**src/rtl/core/stks_pkg.sv**
```systemverilog
`default_nettype none

package stks_pkg;

    // field widths of the item and result
    localparam int WEIGHT_W = 32;
    localparam int TAG_W    = 20;
    localparam int RANK_W   = 7;

    // defaults for the top-level parameters
    localparam int KEEP_COUNT_DEF = 100;
    localparam int TAG_BITS_DEF   = 20;

    // operation codes
    localparam logic OP_INSERT = 1'b0;
    localparam logic OP_READ   = 1'b1;

    typedef enum logic {
        ST_IDLE,
        ST_READ
    } t_state;

    // per-cycle command to every cell of the chain
    typedef struct packed {
        logic ins;   // insert the new item
        logic rot;   // rotate the whole list by one place
    } t_cell_ctrl;

endpackage

`default_nettype wire

```
**src/rtl/core/stks_cell.sv**
```systemverilog
`default_nettype none

module stks_cell #(
    parameter int TAG_BITS = stks_pkg::TAG_BITS_DEF
) (
    input  logic                                i_clk,
    input  logic                                i_rst_n,
    input  stks_pkg::t_cell_ctrl                i_ctrl,
    input  logic signed [stks_pkg::WEIGHT_W-1:0] i_new_weight,
    input  logic [TAG_BITS-1:0]                 i_new_tag,
    input  logic                                i_up_le,
    input  logic signed [stks_pkg::WEIGHT_W-1:0] i_up_weight,
    input  logic [TAG_BITS-1:0]                 i_up_tag,
    input  logic signed [stks_pkg::WEIGHT_W-1:0] i_rot_weight,
    input  logic [TAG_BITS-1:0]                 i_rot_tag,
    output logic                                o_le,
    output logic signed [stks_pkg::WEIGHT_W-1:0] o_weight,
    output logic [TAG_BITS-1:0]                 o_tag
);
    import stks_pkg::*;

    logic signed [WEIGHT_W-1:0] r_weight, n_weight;
    logic [TAG_BITS-1:0]        r_tag, n_tag;
    logic                       le;

    // kept weight not above the incoming one
    assign le = (r_weight <= i_new_weight);

    always_comb begin
        n_weight = r_weight;
        n_tag    = r_tag;
        if (i_ctrl.rot) begin
            n_weight = i_rot_weight;
            n_tag    = i_rot_tag;
        end else if (i_ctrl.ins) begin
            if (i_up_le) begin
                // heavier neighbour also moves down
                n_weight = i_up_weight;
                n_tag    = i_up_tag;
            end else if (le) begin
                // new item lands here, above equal weights
                n_weight = i_new_weight;
                n_tag    = i_new_tag;
            end
        end
    end

    always_ff @(posedge i_clk) begin
        if (!i_rst_n) begin
            r_weight <= '0;
            r_tag    <= '0;
        end else begin
            r_weight <= n_weight;
            r_tag    <= n_tag;
        end
    end

    assign o_le     = le;
    assign o_weight = r_weight;
    assign o_tag    = r_tag;

endmodule

`default_nettype wire

```
**config.mk**
```make
export PLATFORM = sky130hd
export DESIGN_NAME = stks_cell
export DESIGN_NICKNAME = d
export VERILOG_FILES = /design/src/rtl/core/stks_pkg.sv /design/src/rtl/core/stks_cell.sv
export SDC_FILE = /design/constraint.sdc
export NUM_CORES = 1
export LEC_CHECK = 0
export BUFFER_PORTS_ARGS = -buffer_cell sky130_fd_sc_hd__buf_2
export CORE_MARGIN = 2
export CORE_UTILIZATION = 51
export CTS_BUF_LIST = sky130_fd_sc_hd__clkbuf_4 sky130_fd_sc_hd__clkbuf_8
export CTS_CLUSTER_SIZE = 28
export DETAILED_ROUTE_END_ITERATION = 8
export PLACE_DENSITY = 0.89
export SLEW_MARGIN = 10
export SYNTH_ARGS = -nofsm -noshare
export SYNTH_HDL_FRONTEND = slang
export SYNTH_SLANG_ARGS = --single-unit
```
**constraint.sdc**
```tcl
create_clock -name i_clk -period 4.2 [get_ports i_clk]
set_input_delay 0.63 -clock i_clk [delete_from_list [all_inputs] [get_ports i_clk]]
set_output_delay 0.63 -clock i_clk [all_outputs]
set_load 0.05 [all_outputs]
```
* After elaboration in Yosys (flattened, before gate mapping)
Index checks and enable logic that the tools add are counted.
** Word-level totals
- Register bits :: 52
- Output and inout port bits :: 53
** Cells by class
- Order comparisons :: 1
- Multiplexer cells :: 8
- Reductions and logical operators :: 3
** Operators by type and width (count)
- $mux 32 :: 4
- $mux 20 :: 4
- $le 32x32->1 :: 1
- $reduce_bool 3->1 :: 1
- $reduce_and 2->1 :: 1
- $reduce_bool 2->1 :: 1

* Logic depth before layout (Yosys ltp)
- Depth after elaboration :: 5
- Depth in mapped cells :: 11

* Least setup slack after synthesis
No wires, ideal clock.
- Path kind :: input to output
- From :: in i_new_weight[10] (netlist name)
- To :: out o_le
- Arrival time :: 2.240 ns
- Data required time :: 3.570 ns
- Setup slack :: 1.330 ns
- Cell stages on the path :: 9
- Cell sequence :: inv_1 > ha_1 > nand4_1 > nor4_2 > a21bo_2 > o211ai_1 > a21oi_1 > xor2_1 > nand2_1
** On the way
- Cells in the longest elaborated chain, start to end :: 1
** RTL lines
- start: declaration :: RTL line stks_cell.sv:9 : input logic signed [stks_pkg::WEIGHT_W-1:0] i_new_weight,
- $le 32x32->1 :: RTL line stks_cell.sv:27 : assign le = (r_weight <= i_new_weight);
- end: declaration :: RTL line stks_cell.sv:16 : output logic o_le,
No other way between the ends.

* Worst setup path in the final report
- From :: in i_new_weight[5] (netlist name)
- To :: out o_le
The elaborated chain is that of the path after synthesis.

==> results by group <==
Status
  – Outcome: completed

Setup path
  – CP Class: in -> out
  – CP bufs+invs: 3
  – Cell family with most CP delay: compound AO/OA/AOI/OAI gates
  – Startpoint types: input port
  – Slowest CP cell: a221oi_1
  – CP arrival: between 2000 and 3000 ps
  – Crit end category: output port
  – CP Max Fanout: 2
  – Crit path required time: about 3600 ps
  – CP peak stage delay: 340 ps
  – Crit path cell chain: buf_2 > inv_1 > ha_1 > a21oi_1 > o21ai_0 > a221oi_1 > o211ai_1 > a21oi_1 > xor2_1 > nand2_1 > buf_2

Finish
  – Multi-input logic area: 2660 um2
  – Area grow syn2layout: 27.9%
  – Final Core Density: between 60% and 70%
  – Register area: 1040 um2
  – Diode count: 0
  – Layout fillers: between 600 and 700
  – NumNets Final: approximately 900
  – Share of cells above drive strength 1: 32.5%

Power and ir drop
  – Clock power share: between 20% and 30%
  – Combinational Power Share: 39.9%
  – Flop pwr share: 38.8%
  – Peak VDD IR: around 0.17 mV
  – Internal: between 800 and 900 uW
  – Net Sw Frac: 38.8%
  – Net switching power: around 570 uW
  – Pwr Density: approximately 280 nW/um2
  – Leakage: about 2.8 nW

Timing
  – Final worst-path cycle share: 74.7%
  – RSZ-0062 raised after global routing: no
  – Max-slew headroom: 28.6%
  – Maximum clock frequency: around 0.32 GHz
  – Crit path time final: 3140 ps
  – Final setup viols: 0
  – Final hold viol count: 0
  – Worst-margin pin slew: ~1100 ps
  – Final Skew: 6.71 ps
  – Pins over their slew limit: 0
  – Setup TNS Final: 0 ps

Global route
  – Vias in the first global route: 4142
  – Total gr overflow: 0
  – Largest net degree at the start of global routing: 67
  – Global-route wire length before repair: ~18000 um
  – Initial antenna violation count: 0
  – GRT Resource Usage Total: approximately a quarter

Clocking
  – Clk_lat worst skew: 290 ps
  – CTS Buffer Depth: 2
  – CTS H-tree lvls: 2
  – Post-cts resize count: 0
  – Clock sink count: 52
  – Post-cts hold buffer count: 0
  – CTS Buf Count: 5
  – Root Buffer: clkbuf_8
  – Setup repair bufs after CTS: 0
  – Clock transition at path regs: about 90 ps
  – CTS tree: done

Die
  – Die Area: about 8600 um2
  – Height of the die: slightly above 90 um
  – Io pins: between 200 and 250
  – Rows: 32
  – Initial Utilization: 52.5%
  – Die Wd: between 90 and 100 um
  – CORE AREA: between 7000 and 8000 um2

Logic synthesis
  – Synth cell types: 30
  – Mux cell area share after synthesis: between 20% and 30%
  – Syn nets: approximately 710
  – Adder-Cell Fraction of Synth Area: 9.93%
  – Syn Area/Cell: approximately 7.7 um2
  – Seq/Total Area, Yosys: between 20% and 30%
  – Post-Synth XOR/XNOR Area: less than 1%
  – Compound-Gate Fraction of Synth Area: between 10% and 20%
  – Yosys warning count: 0
  – Largest family of logic cells by synthesized area: multiplexers
  – Post-synthesis cell area: 4030 um2
  – Synth Instances: about 520
  – Register bit total from synthesis: 52
  – Post-synthesis simple-gate area fraction: roughly 19%

Drt
  – Routed WL per cell: around 13 um
  – Via count: around 4200
  – DRC errors left: 0
  – Vias/cell: approximately 5.2
  – Initial DRC count: approximately 140
  – Post-DRT Antenna Nets: 0
  – Router iterations before antenna repair: 4
  – Routed wire length: around 11000 um

Place
  – HPWL Detailed: just under 9000 um
  – PortBufs: about 210
  – Final RePlAce weighted congestion: 0.823

Hold path
  – HP Class: reg -> reg

Flow run
  – Max-Cap Viols: 0
-- synth_stat cells, drive strengths merged --
| cell type | number | area, um2 |
|---|---|---|
| a21bo | 1 | 10.0 |
| nor2 | 1 | 3.75 |
| or3 | 1 | 6.26 |
| nand2 | 167 | 627 |
| o211ai | 2 | 15.0 |
| xor2 | 1 | 8.76 |
| o21ai | 56 | 280 |
| a21oi | 14 | 70.1 |
| dfxtp | 52 | 1040 |
| a41oi | 1 | 16.3 |
| and4 | 2 | 17.5 |
| nor3 | 1 | 5.00 |
| mux2i | 104 | 1040 |
| clkbuf | 28 | 105 |
| a221oi | 2 | 17.5 |
| nand3 | 5 | 30.0 |
| and3b | 1 | 8.76 |
| ha | 32 | 400 |
| nor4 | 2 | 33.8 |
| a22oi | 1 | 7.51 |
| buf | 7 | 115 |
| inv | 33 | 124 |
| nand4 | 6 | 43.8 |
| nor2b | 1 | 6.26 |
-- kinds of logic (layout without fill, tap and decap cells) --
kind of cell	Yosys count	count (layout)
AND/OR/NAND/NOR	187	187
AO/OA/AOI/OAI	77	77
XOR/XNOR	1	1
multiplexers	104	104
adder cells (fa/ha/maj)	32	32
flip-flops	52	52
buffers and inverters	68	258
-- worst min-delay path, stage by stage (launching register included) --
cell and delay (ps):
dfxtp_1 310, nand2_1 50, mux2i_1 50
-- cell usage in the layout (no fill, tap or decap), types with 2 or more instances in the layout --
cell type,Yosys,layout
buf_2,0,213
nand2_1,167,167
mux2i_1,104,104
o21ai_0,54,54
dfxtp_1,52,52
inv_1,33,33
ha_1,32,32
a21oi_1,14,14
clkbuf_8,0,6
nand4_1,5,5
nand3_1,4,4
buf_4,0,3
and4_1,2,2
a221oi_1,2,2
o211ai_1,2,2
o21ai_1,2,2
clkbuf_4,0,2
-- metrics by stage --
stage	worst slack [ps]	hold slack (ps)	instances	power [mW]	cell area [um2]
3_5_place_dp	1050	455	805	1.16	5060
4_1_cts	1040	467	813	1.47	5160
6_report	1060	462	813	1.46	5160
3_3_place_gp	1020	443	805	1.14	5060
5_1_grt	900	490	813	1.55	5160
2_1_floorplan	1330	677	521	0.994	4030
-- power by group through the flow --
stage / combinational [mW] / clock, mW / sequential [mW]
6_report: 0.582 / 0.309 / 0.566
5_1_grt: 0.633 / 0.342 / 0.573
4_1_cts: 0.585 / 0.319 / 0.567
3_5_place_dp: 0.583 / 0 / 0.578
3_3_place_gp: 0.564 / 0 / 0.576
2_1_floorplan: 0.266 / 0 / 0.728
-- routing by layer --
metal / track usage, % / part of all wire, % / vias up
met2: 48.8 / 54 / 159
li1: - / - / 2135
met5: 0 / 0 / -
met1: 26.3 / 39 / 1928
met3: 3.42 / 5.4 / 18
met4: 8.33 / 2.3 / 0
-- sequential cells by signal, indices dropped and copies added (netlist names) --
signal and count:
o_tag 20, o_weight 32
-- final cells by class --
cell class,count,area share (%)
flip-flops and latches,52,20.2
well taps,102,2.47
multi-input cells,401,51.6
clock buffers,8,1.89
repair buffers,217,21.5
inverters,33,2.40
-- path summary, 6_finish.rpt --
check | cells after the start | startpoint | slack [ps] | end
max | 11 | i_new_weight[5] | 1060 | o_le
min reg2reg | 2 | o_tag[17] | 460 | o_tag[17]
max reg2reg | 9 | o_weight[10] | 1560 | o_weight[24]
min | 2 | o_tag[17] | 460 | o_tag[17]
Note: power is estimated with default switching activity, not from simulation.
